===== src/sv/mips_integer_execute_unit_top_macros.svh =====
// Assertion macros shared by the execute unit modules.
`ifndef MIPS_INTEGER_EXECUTE_UNIT_TOP_MACROS_SVH
`define MIPS_INTEGER_EXECUTE_UNIT_TOP_MACROS_SVH
`define MIEU_ASSERT_IMPL(label, clk, rst_n, prop) \
    label: assert property (@(posedge clk) disable iff (!rst_n) prop) \
        else $error("assertion failed");
`define MIEU_ASSERT_NEVER(label, clk, rst_n, cond) \
    label: assert property (@(posedge clk) disable iff (!rst_n) !(cond)) \
        else $error("forbidden condition");
`endif


===== src/sv/mieu_pkg.sv =====
// ----------------------------------------------------------------------------
// mieu_pkg
// Types and codes shared by the integer execute unit.
// ----------------------------------------------------------------------------
package mieu_pkg;
    localparam int unsigned XLEN = 32;
    localparam int unsigned CMD_W = 4;
    localparam int unsigned RIDX_W = 5;
    localparam int unsigned CNT_W = 6;

    typedef enum logic [CMD_W-1:0] {
        CMD_ADD  = 4'd0,
        CMD_ADDI = 4'd1,
        CMD_AND  = 4'd2,
        CMD_BEQ  = 4'd3,
        CMD_BGTZ = 4'd4,
        CMD_BLEZ = 4'd5,
        CMD_BNE  = 4'd6,
        CMD_DIV  = 4'd7,
        CMD_J    = 4'd8
    } cmd_t;

    typedef struct packed {
        logic [CMD_W-1:0] command;
        logic [XLEN-1:0]  instr_word;
    } req_t;

    typedef struct packed {
        logic              reg_written;
        logic [RIDX_W-1:0] reg_index;
        logic [XLEN-1:0]   reg_value;
        logic [XLEN-1:0]   hi_value;
        logic [XLEN-1:0]   lo_value;
        logic [XLEN-1:0]   pc_value;
        logic              branch_taken;
        logic              divide_by_zero;
    } rsp_t;

    typedef struct packed {
        logic start;
        logic busy;
        logic done;
    } div_ctl_t;
endpackage


===== src/sv/mieu_if.sv =====
// ----------------------------------------------------------------------------
// mieu_req_if / mieu_rsp_if
// Valid/ready channels for requests and results.
// ----------------------------------------------------------------------------
interface mieu_req_if;
    import mieu_pkg::*;
    logic valid;
    logic ready;
    req_t data;
    modport source (output valid, output data, input ready);
    modport sink (input valid, input data, output ready);
endinterface

interface mieu_rsp_if;
    import mieu_pkg::*;
    logic valid;
    logic ready;
    rsp_t data;
    modport source (output valid, output data, input ready);
    modport sink (input valid, input data, output ready);
endinterface


===== src/sv/mips_integer_execute_unit_top.sv =====
// ----------------------------------------------------------------------------
// mips_integer_execute_unit_top
// Executes one instruction of the subset per request.
// ----------------------------------------------------------------------------
// Every request goes from acceptance to result through a read of the register
// file memory, a start of the bit-serial unit, a run state in which that unit
// handles add, and, compare and the divide one bit per cycle, and a writeback
// state. A new request is accepted once the unit is idle and the result
// register is free.
`include "mips_integer_execute_unit_top_macros.svh"
module mips_integer_execute_unit_top #(
    parameter int unsigned REG_COUNT = 32
) (
    input  logic      clk,
    input  logic      rst_n,
    mieu_req_if.sink  req,
    mieu_rsp_if.source rsp
);
    import mieu_pkg::*;

    localparam int unsigned AW = (REG_COUNT > 1) ? $clog2(REG_COUNT) : 1;

    typedef enum logic [4:0] {
        ST_IDLE = 5'b00001,
        ST_RD   = 5'b00010,
        ST_GO   = 5'b00100,
        ST_RUN  = 5'b01000,
        ST_WB   = 5'b10000
    } state_t;

    state_t           st_reg, st_next;
    logic [31:0]      gpr [REG_COUNT];
    logic [REG_COUNT-1:0] vld_reg;
    logic [31:0]      a_reg, b_reg, rda, rdb;
    logic [3:0]       cmd_reg;
    logic [31:0]      w_reg;
    logic [31:0]      hi_reg, lo_reg, pc_reg;
    logic             ov_reg;
    rsp_t             out_reg;
    logic             accept;
    logic [4:0]       rs, rt, rd;
    logic [31:0]      imm, opb, a_op, b_op;
    logic             a_ok, b_ok;
    logic             alu_done;
    logic [31:0]      sum, conj, quot, rem;
    logic             equal, a_zero;
    logic             wr, taken, dz, wok;
    logic [4:0]       widx;
    logic [31:0]      wval, pc_n, hi_n, lo_n;

    assign rs = w_reg[25:21];
    assign rt = w_reg[20:16];
    assign rd = w_reg[15:11];
    assign imm = {{16{w_reg[15]}}, w_reg[15:0]};
    assign accept = req.valid && req.ready;
    assign req.ready = (st_reg == ST_IDLE) && !ov_reg;

    assign a_ok = (rs != 5'd0) && (32'(rs) < REG_COUNT) && vld_reg[rs[AW-1:0]];
    assign b_ok = (rt != 5'd0) && (32'(rt) < REG_COUNT) && vld_reg[rt[AW-1:0]];

    always_ff @(posedge clk)
    begin
        if (accept)
        begin
            rda <= gpr[req.data.instr_word[21 +: AW]];
            rdb <= gpr[req.data.instr_word[16 +: AW]];
        end
        if (st_reg == ST_WB && wok)
        begin
            gpr[widx[AW-1:0]] <= wval;
        end
    end

    assign a_op = a_reg;
    assign opb = (cmd_reg == CMD_ADDI) ? imm : b_reg;
    assign b_op = opb;

    mieu_serial_alu u_alu (
        .clk(clk), .rst_n(rst_n),
        .start(st_reg == ST_GO),
        .is_div(cmd_reg == CMD_DIV),
        .op_a(a_op), .op_b(b_op),
        .done(alu_done),
        .sum(sum), .conj(conj), .equal(equal), .a_zero(a_zero),
        .quot(quot), .rem(rem)
    );

    logic [31:0] sum_reg, conj_reg, quot_reg, rem_reg;
    logic        eq_reg, az_reg;

    always_ff @(posedge clk)
    begin
        if (alu_done)
        begin
            sum_reg <= sum;
            conj_reg <= conj;
            quot_reg <= quot;
            rem_reg <= rem;
            eq_reg <= equal;
            az_reg <= a_zero;
        end
    end

    always_comb
    begin
        wr = 1'b0;
        taken = 1'b0;
        dz = 1'b0;
        widx = '0;
        wval = '0;
        hi_n = hi_reg;
        lo_n = lo_reg;
        pc_n = pc_reg;
        unique case (cmd_reg)
            CMD_ADD:  begin widx = rd; wval = sum_reg; wr = 1'b1; end
            CMD_ADDI: begin widx = rt; wval = sum_reg; wr = 1'b1; end
            CMD_AND:  begin widx = rd; wval = conj_reg; wr = 1'b1; end
            CMD_BEQ:  taken = eq_reg;
            CMD_BGTZ: taken = !a_reg[31] && !az_reg;
            CMD_BLEZ: taken = a_reg[31] || az_reg;
            CMD_BNE:  taken = !eq_reg;
            CMD_DIV:
            begin
                if (b_reg == 32'd0)
                begin
                    dz = 1'b1;
                end
                else
                begin
                    lo_n = quot_reg;
                    hi_n = rem_reg;
                end
            end
            CMD_J:
            begin
                pc_n = {6'd0, w_reg[25:0]};
                taken = 1'b1;
            end
            default: ;
        endcase
        if (taken && cmd_reg != CMD_J)
        begin
            pc_n = pc_reg + imm;
        end
        wok = wr && (widx != 5'd0) && (32'(widx) < REG_COUNT);
        if (!wok)
        begin
            widx = '0;
            wval = '0;
        end
    end

    always_comb
    begin
        st_next = st_reg;
        unique case (st_reg)
            ST_IDLE: if (accept) st_next = ST_RD;
            ST_RD:   st_next = ST_GO;
            ST_GO:   st_next = ST_RUN;
            ST_RUN:  if (alu_done) st_next = ST_WB;
            ST_WB:   st_next = ST_IDLE;
            default: st_next = ST_IDLE;
        endcase
    end

    always_ff @(posedge clk or negedge rst_n)
    begin
        if (!rst_n)
        begin
            st_reg <= ST_IDLE;
            vld_reg <= '0;
            hi_reg <= '0;
            lo_reg <= '0;
            pc_reg <= '0;
            ov_reg <= 1'b0;
        end
        else
        begin
            st_reg <= st_next;
            if (st_reg == ST_WB)
            begin
                hi_reg <= hi_n;
                lo_reg <= lo_n;
                pc_reg <= pc_n;
                ov_reg <= 1'b1;
                if (wok)
                begin
                    vld_reg[widx[AW-1:0]] <= 1'b1;
                end
            end
            else if (rsp.ready)
            begin
                ov_reg <= 1'b0;
            end
        end
    end

    always_ff @(posedge clk)
    begin
        if (accept)
        begin
            cmd_reg <= req.data.command;
            w_reg <= req.data.instr_word;
        end
        if (st_reg == ST_RD)
        begin
            a_reg <= a_ok ? rda : 32'd0;
            b_reg <= b_ok ? rdb : 32'd0;
        end
        if (st_reg == ST_WB)
        begin
            out_reg.reg_written <= wok;
            out_reg.reg_index <= widx;
            out_reg.reg_value <= wval;
            out_reg.hi_value <= hi_n;
            out_reg.lo_value <= lo_n;
            out_reg.pc_value <= pc_n;
            out_reg.branch_taken <= taken;
            out_reg.divide_by_zero <= dz;
        end
    end

    assign rsp.valid = ov_reg;
    assign rsp.data = out_reg;

    `MIEU_ASSERT_IMPL(a_wb_valid, clk, rst_n, st_reg == ST_WB |=> rsp.valid)
    `MIEU_ASSERT_NEVER(a_ready_busy, clk, rst_n, req.ready && st_reg != ST_IDLE)
    `MIEU_ASSERT_IMPL(a_done_run, clk, rst_n, alu_done |-> st_reg == ST_RUN)
endmodule


===== src/sv/mieu_serial_alu.sv =====
// ----------------------------------------------------------------------------
// mieu_serial_alu
// Bit-serial unit: add, and, equality and zero tests, and a restoring
// signed divider, all one bit per cycle.
// ----------------------------------------------------------------------------
`include "mips_integer_execute_unit_top_macros.svh"
module mieu_serial_alu (
    input  logic                  clk,
    input  logic                  rst_n,
    input  logic                  start,
    input  logic                  is_div,
    input  logic [31:0]           op_a,
    input  logic [31:0]           op_b,
    output logic                  done,
    output logic [31:0]           sum,
    output logic [31:0]           conj,
    output logic                  equal,
    output logic                  a_zero,
    output logic [31:0]           quot,
    output logic [31:0]           rem
);
    import mieu_pkg::*;

    logic [CNT_W-1:0] cnt_reg, cnt_next;
    logic             busy_reg, busy_next;
    logic             div_reg, div_next;
    logic [31:0]      a_reg, a_next, b_reg, b_next;
    logic [31:0]      s_reg, s_next, c_reg, c_next;
    logic             cy_reg, cy_next, eq_reg, eq_next, az_reg, az_next;
    logic [32:0]      r_reg, r_next;
    logic [31:0]      q_reg, q_next;
    logic             qn_reg, qn_next, rn_reg, rn_next;
    logic [31:0]      ua, ub;
    logic [32:0]      rs, rd;
    logic             sb;
    logic [31:0]      qf, rf;

    assign ua = op_a[31] ? (~op_a + 32'd1) : op_a;
    assign ub = op_b[31] ? (~op_b + 32'd1) : op_b;
    assign rs = {r_reg[31:0], q_reg[31]};
    assign rd = rs - {1'b0, b_reg};
    assign sb = a_reg[0] ^ b_reg[0] ^ cy_reg;

    always_comb
    begin
        cnt_next = cnt_reg;
        busy_next = busy_reg;
        div_next = div_reg;
        a_next = a_reg;
        b_next = b_reg;
        s_next = s_reg;
        c_next = c_reg;
        cy_next = cy_reg;
        eq_next = eq_reg;
        az_next = az_reg;
        r_next = r_reg;
        q_next = q_reg;
        qn_next = qn_reg;
        rn_next = rn_reg;
        done = 1'b0;
        if (start)
        begin
            busy_next = 1'b1;
            cnt_next = '0;
            div_next = is_div;
            a_next = op_a;
            b_next = is_div ? ub : op_b;
            q_next = ua;
            r_next = '0;
            cy_next = 1'b0;
            eq_next = 1'b1;
            az_next = 1'b1;
            qn_next = op_a[31] ^ op_b[31];
            rn_next = op_a[31];
        end
        else if (busy_reg)
        begin
            if (div_reg)
            begin
                if (rd[32])
                begin
                    r_next = rs;
                    q_next = {q_reg[30:0], 1'b0};
                end
                else
                begin
                    r_next = rd;
                    q_next = {q_reg[30:0], 1'b1};
                end
            end
            else
            begin
                s_next = {sb, s_reg[31:1]};
                c_next = {a_reg[0] & b_reg[0], c_reg[31:1]};
                cy_next = (a_reg[0] & b_reg[0]) | (cy_reg & (a_reg[0] ^ b_reg[0]));
                eq_next = eq_reg & (a_reg[0] == b_reg[0]);
                az_next = az_reg & ~a_reg[0];
                a_next = {1'b0, a_reg[31:1]};
                b_next = {1'b0, b_reg[31:1]};
            end
            cnt_next = cnt_reg + CNT_W'(1);
            if (cnt_reg == CNT_W'(31))
            begin
                busy_next = 1'b0;
                done = 1'b1;
            end
        end
    end

    always_ff @(posedge clk or negedge rst_n)
    begin
        if (!rst_n)
        begin
            busy_reg <= 1'b0;
            cnt_reg <= '0;
        end
        else
        begin
            busy_reg <= busy_next;
            cnt_reg <= cnt_next;
        end
    end

    always_ff @(posedge clk)
    begin
        div_reg <= div_next;
        a_reg <= a_next;
        b_reg <= b_next;
        s_reg <= s_next;
        c_reg <= c_next;
        cy_reg <= cy_next;
        eq_reg <= eq_next;
        az_reg <= az_next;
        r_reg <= r_next;
        q_reg <= q_next;
        qn_reg <= qn_next;
        rn_reg <= rn_next;
    end

    assign qf = q_next;
    assign rf = r_next[31:0];
    assign sum = s_next;
    assign conj = c_next;
    assign equal = eq_next;
    assign a_zero = az_next;
    assign quot = qn_reg ? (~qf + 32'd1) : qf;
    assign rem = rn_reg ? (~rf + 32'd1) : rf;

    `MIEU_ASSERT_NEVER(a_start_busy, clk, rst_n, start && busy_reg)
    `MIEU_ASSERT_IMPL(a_done_end, clk, rst_n, done |-> busy_reg && cnt_reg == CNT_W'(31))
    `MIEU_ASSERT_IMPL(a_start_busy_next, clk, rst_n, start |=> busy_reg)
endmodule

===== src/flat_wrapper.sv =====
// flat-port wrapper written by rule: the top's interface ports become plain ports
module mips_integer_execute_unit_top_flat import mieu_pkg::*;
#(
    parameter int unsigned REG_COUNT = 32
)
  (clk, rst_n, req_valid, req_data, req_ready, rsp_valid, rsp_data, rsp_ready);
  mieu_req_if req_i ();
  mieu_rsp_if rsp_i ();
  input  logic clk;
  input  logic rst_n;
  input wire logic [$bits(req_i.valid)-1:0] req_valid;
  input wire logic [$bits(req_i.data)-1:0] req_data;
  output wire logic [$bits(req_i.ready)-1:0] req_ready;
  output wire logic [$bits(rsp_i.valid)-1:0] rsp_valid;
  output wire logic [$bits(rsp_i.data)-1:0] rsp_data;
  input wire logic [$bits(rsp_i.ready)-1:0] rsp_ready;
  assign req_i.valid = req_valid;
  assign req_i.data = req_data;
  assign req_ready = req_i.ready;
  assign rsp_valid = rsp_i.valid;
  assign rsp_data = rsp_i.data;
  assign rsp_i.ready = rsp_ready;
  mips_integer_execute_unit_top #(.REG_COUNT(REG_COUNT)) u_core (.clk(clk), .rst_n(rst_n), .req(req_i), .rsp(rsp_i));
endmodule

===== config.mk =====
export PLATFORM = sky130hd
export DESIGN_NAME = mips_integer_execute_unit_top_flat
export DESIGN_NICKNAME = d
export VERILOG_FILES = /design/src/sv/mieu_pkg.sv /design/src/sv/mieu_if.sv /design/src/sv/mips_integer_execute_unit_top.sv /design/src/sv/mieu_serial_alu.sv /design/src/flat_wrapper.sv
export VERILOG_INCLUDE_DIRS = /design/src /design/src/sv
export SDC_FILE = /design/constraint.sdc
export NUM_CORES = 2
export LEC_CHECK = 0
export BUFFER_PORTS_ARGS = -buffer_cell sky130_fd_sc_hd__buf_2
export CAP_MARGIN = 10
export CORE_MARGIN = 8
export CORE_UTILIZATION = 63
export CTS_CLUSTER_SIZE = 40
export DETAILED_ROUTE_END_ITERATION = 6
export PLACE_DENSITY = 0.79
export SETUP_SLACK_MARGIN = 0.5
export SLEW_MARGIN = 10
export SYNTH_ARGS = -nofsm -noshare
export SYNTH_HDL_FRONTEND = slang
export SYNTH_SLANG_ARGS = --single-unit
export TNS_END_PERCENT = 50

===== constraint.sdc =====
create_clock -name clk -period 23 [get_ports clk]
set_input_delay 2.3 -clock clk [delete_from_list [all_inputs] [get_ports clk]]
set_output_delay 2.3 -clock clk [all_outputs]
set_load 0.02 [all_outputs]

==> flow_metrics.env <==
export IMPL_status="completed"
export IMPL_synth_commonest_cells="edfxtp_1, mux4_2, nand2_1, nor2_1, clkbuf_1"
export IMPL_synth_async_reset_ratio_pct=7.84
export IMPL_crit_required_ns=23.55
export IMPL_largest_reg_flops=1024
export IMPL_synth_top_cell_area_share_pct=55.8
export IMPL_fin_nets=5207
export IMPL_muxShareOfSynthArea_pct=21.4
export IMPL_initial_core_util_pct=63.2
export IMPL_fin_util_pct=70.1
export IMPL_setup_tns_ns=0
export IMPL_cp_num_cells=6
export IMPL_arrival_ns=6.09
export IMPL_ir_worst_vdd_v=0.0000898
export IMPL_antenna_left=0
export IMPL_syn_avg_cell_area_um2=16.5
export IMPL_r2r_cells=18
export IMPL_cp_cell_sequence="buf_8 -> buf_4 -> buf_4 -> mux4_2 -> mux4_2 -> mux2_2"
export IMPL_synth_simple_area_share_pct=5.90
export IMPL_die_h_um=376
export IMPL_synth_ff_type="edfxtp_1"
export IMPL_cts_buffers_inserted=177
export IMPL_worst_path_buf_inv=3
export IMPL_first_pass_iters=5
export IMPL_die_area_um2=141000
export IMPL_wl_um=214000
export IMPL_antenna_found_initial=10
export IMPL_worstHoldPathCells=2
export IMPL_max_slew_worst_pin_slew_ns=1.31
export IMPL_rsz0062_at_grt="false"
export IMPL_max_slew_margin_pct=12.7
export IMPL_clockRootBuffer="clkbuf_16"
export IMPL_maxCapViolCount=0
export IMPL_synth_area_leader_cell="edfxtp_1"
export IMPL_synth_top_family_by_area="multiplexers"
export IMPL_vias=48000
export IMPL_min_period_ns=5.55
export IMPL_maxSlewViolCount=0
export IMPL_startpoint_type="input port"
export IMPL_drc=0
export IMPL_gp_congestion=0.901
export IMPL_synth_cell_types=95
export IMPL_synth_adder_area_share_pct=1.13
export IMPL_drt_iter0_drc=5778
export IMPL_placed_area_um2=84500
export IMPL_grt_pass1_vias=48900
export IMPL_cts_clk_slew_worst_paths_ns=0.06
export IMPL_p_per_area_nw_per_um2=91.9
export IMPL_hold_path_class="reg -> reg"
export IMPL_syn_inst=4924
export IMPL_min_period_over_period_pct=24.1
export IMPL_skew_ns=0.0407
export IMPL_post_cts_setup_buffer_count=0
export IMPL_ys_ff_latch=1786
export IMPL_io_buffers=171
export IMPL_grt_max_degree=99
export IMPL_clk_latency_ns=0.82
export IMPL_grt_overflow_total=0
export IMPL_fp_coreArea_um2=129000
export IMPL_synth_compound_area_share_pct=4.60
export IMPL_cp_max_fo=90
export IMPL_final_setup_viol_count=0
export IMPL_fmax_mhz=180
export IMPL_holdWs_ns=0.465
export IMPL_track_usage_pct=30.0
export IMPL_ios=178
export IMPL_avgRoutedWirePerCell_um=30.5
export IMPL_cpPeakStageDelay_ns=0.93
export IMPL_n_fill_cell=7912
export IMPL_grt_pass1_wl_um=315000
export IMPL_hold_violations=0
export IMPL_synthTopCellsByArea="edfxtp_1, mux4_2, dfrtp_1"
export IMPL_place_hpwl_um=118000
export IMPL_finalWorstSetupSlack_ns=17.45
export IMPL_worstSetupEndpointType="flip-flop"
export IMPL_syn_area_um2=81500
export IMPL_slowest_stage="buf_4"
export IMPL_cts_sinks=1786
export IMPL_cts_resized=0
export IMPL_crit_family="buffers and inverters"
export IMPL_row_count=132
export IMPL_area_growth_pct=10.9
export IMPL_cts_tree="built"
export IMPL_yosys_warnings=0
export IMPL_design_area_um2=90400
export IMPL_viasPerCell=6.87
export IMPL_cts_hold_buf=0
export IMPL_clock_path_buffers=3
export IMPL_path_class="in -> reg"
export IMPL_die_x_um=376
export IMPL_drive_above_1_share_pct=28.9
export IMPL_htree_levels=4
export IMPL_pre_cts_ws_ns=16.50
export IMPL_synth_edf_count=1515
export IMPL_yosysMostFrequentCell="edfxtp_1"
export IMPL_yosys_area_share_xor_xnor_pct=1.86
export IMPL_power_leakage_uw=0.0317
export IMPL_yosysSeqAreaShare_pct=63.4
[stage by stage]
step / total power (uW) / instances
CTS: 8310 / 6984
floorplan: 5030 / 4955
finish: 8310 / 6993
detailed placement: 5450 / 6657
global placement: 5420 / 6657
global route: 8590 / 6985
[worst min-delay path, cell delays in order (launching register included)]
cell and delay [ns]:
dfrtp_1 0.33, nand2_1 0.05, nand2_1 0.05
[kinds of logic after synthesis]
group           count (synthesis)
other cells                     1
flops                        1786
compound gates                571
mux                           892
buf+inv                       372
simple gates                 1057
xor+xnor                      173
fa+ha+maj                      72
[area by class of cell]
class / instances / area, um2 / share of cell area [%]
Antenna cell: 8 / 20.0 / 0.0221
Clock buffer: 230 / 4810 / 5.32
Clock inverter: 97 / 975 / 1.08
Inverter: 81 / 312 / 0.345
Multi-Input combinational cell: 2797 / 28900 / 32.0
Sequential cell: 1786 / 51600 / 57.1
Tap cell: 1742 / 2180 / 2.41
Timing Repair Buffer: 252 / 1540 / 1.71
[final timing paths]
kind,from,end,slack (ns)
worst min-delay path,u_core.hi_reg[28],u_core.hi_reg[28],0.47
min in group asynchronous,rst_n,u_core.hi_reg[29],1.51
worst max register to register,u_core.u_alu.b_reg[0],u_core.quot_reg[28],17.62
worst max-delay path,req_data[22],u_core.rda[0],17.45
worst min register to register,u_core.hi_reg[28],u_core.hi_reg[28],0.47
max in group asynchronous,rst_n,u_core.lo_reg[13],20.08
[per-layer routing]
metal | up-vias | track usage [%] | wire, um
met1 | 24500 | 39.0 | 76000
met4 | 4 | 13.5 | 10800
met3 | 629 | 6.81 | 23200
met5 | - | 0 | 27
met2 | 3027 | 49.1 | 104000
li1 | 19900 | - | -
[cell usage in the layout, fill, tap and decap left out, types with 36 or more instances in the layout]
| cell type | count |
|---|---|
| edfxtp_1 | 1515 |
| mux4_2 | 658 |
| nand2_1 | 513 |
| mux2_2 | 204 |
| clkbuf_16 | 179 |
| buf_2 | 161 |
| nor2_1 | 154 |
| dfrtp_1 | 139 |
| o21ai_0 | 131 |
| dfxtp_1 | 131 |
| a21oi_1 | 128 |
| xnor2_1 | 123 |
| buf_4 | 84 |
| and2_1 | 81 |
| inv_1 | 78 |
| ha_1 | 69 |
| xor2_1 | 50 |
| nor3_1 | 38 |
| or2_2 | 37 |
| o31ai_1 | 37 |
| clkbuf_1 | 37 |
| a22oi_1 | 36 |
[power breakdown]
part	total [uW]	internal, uW	switching (uW)
combinational	1510	591	923
sequential	3910	3740	170
clock	2880	1630	1250
(Power assumes the default switching activity.)
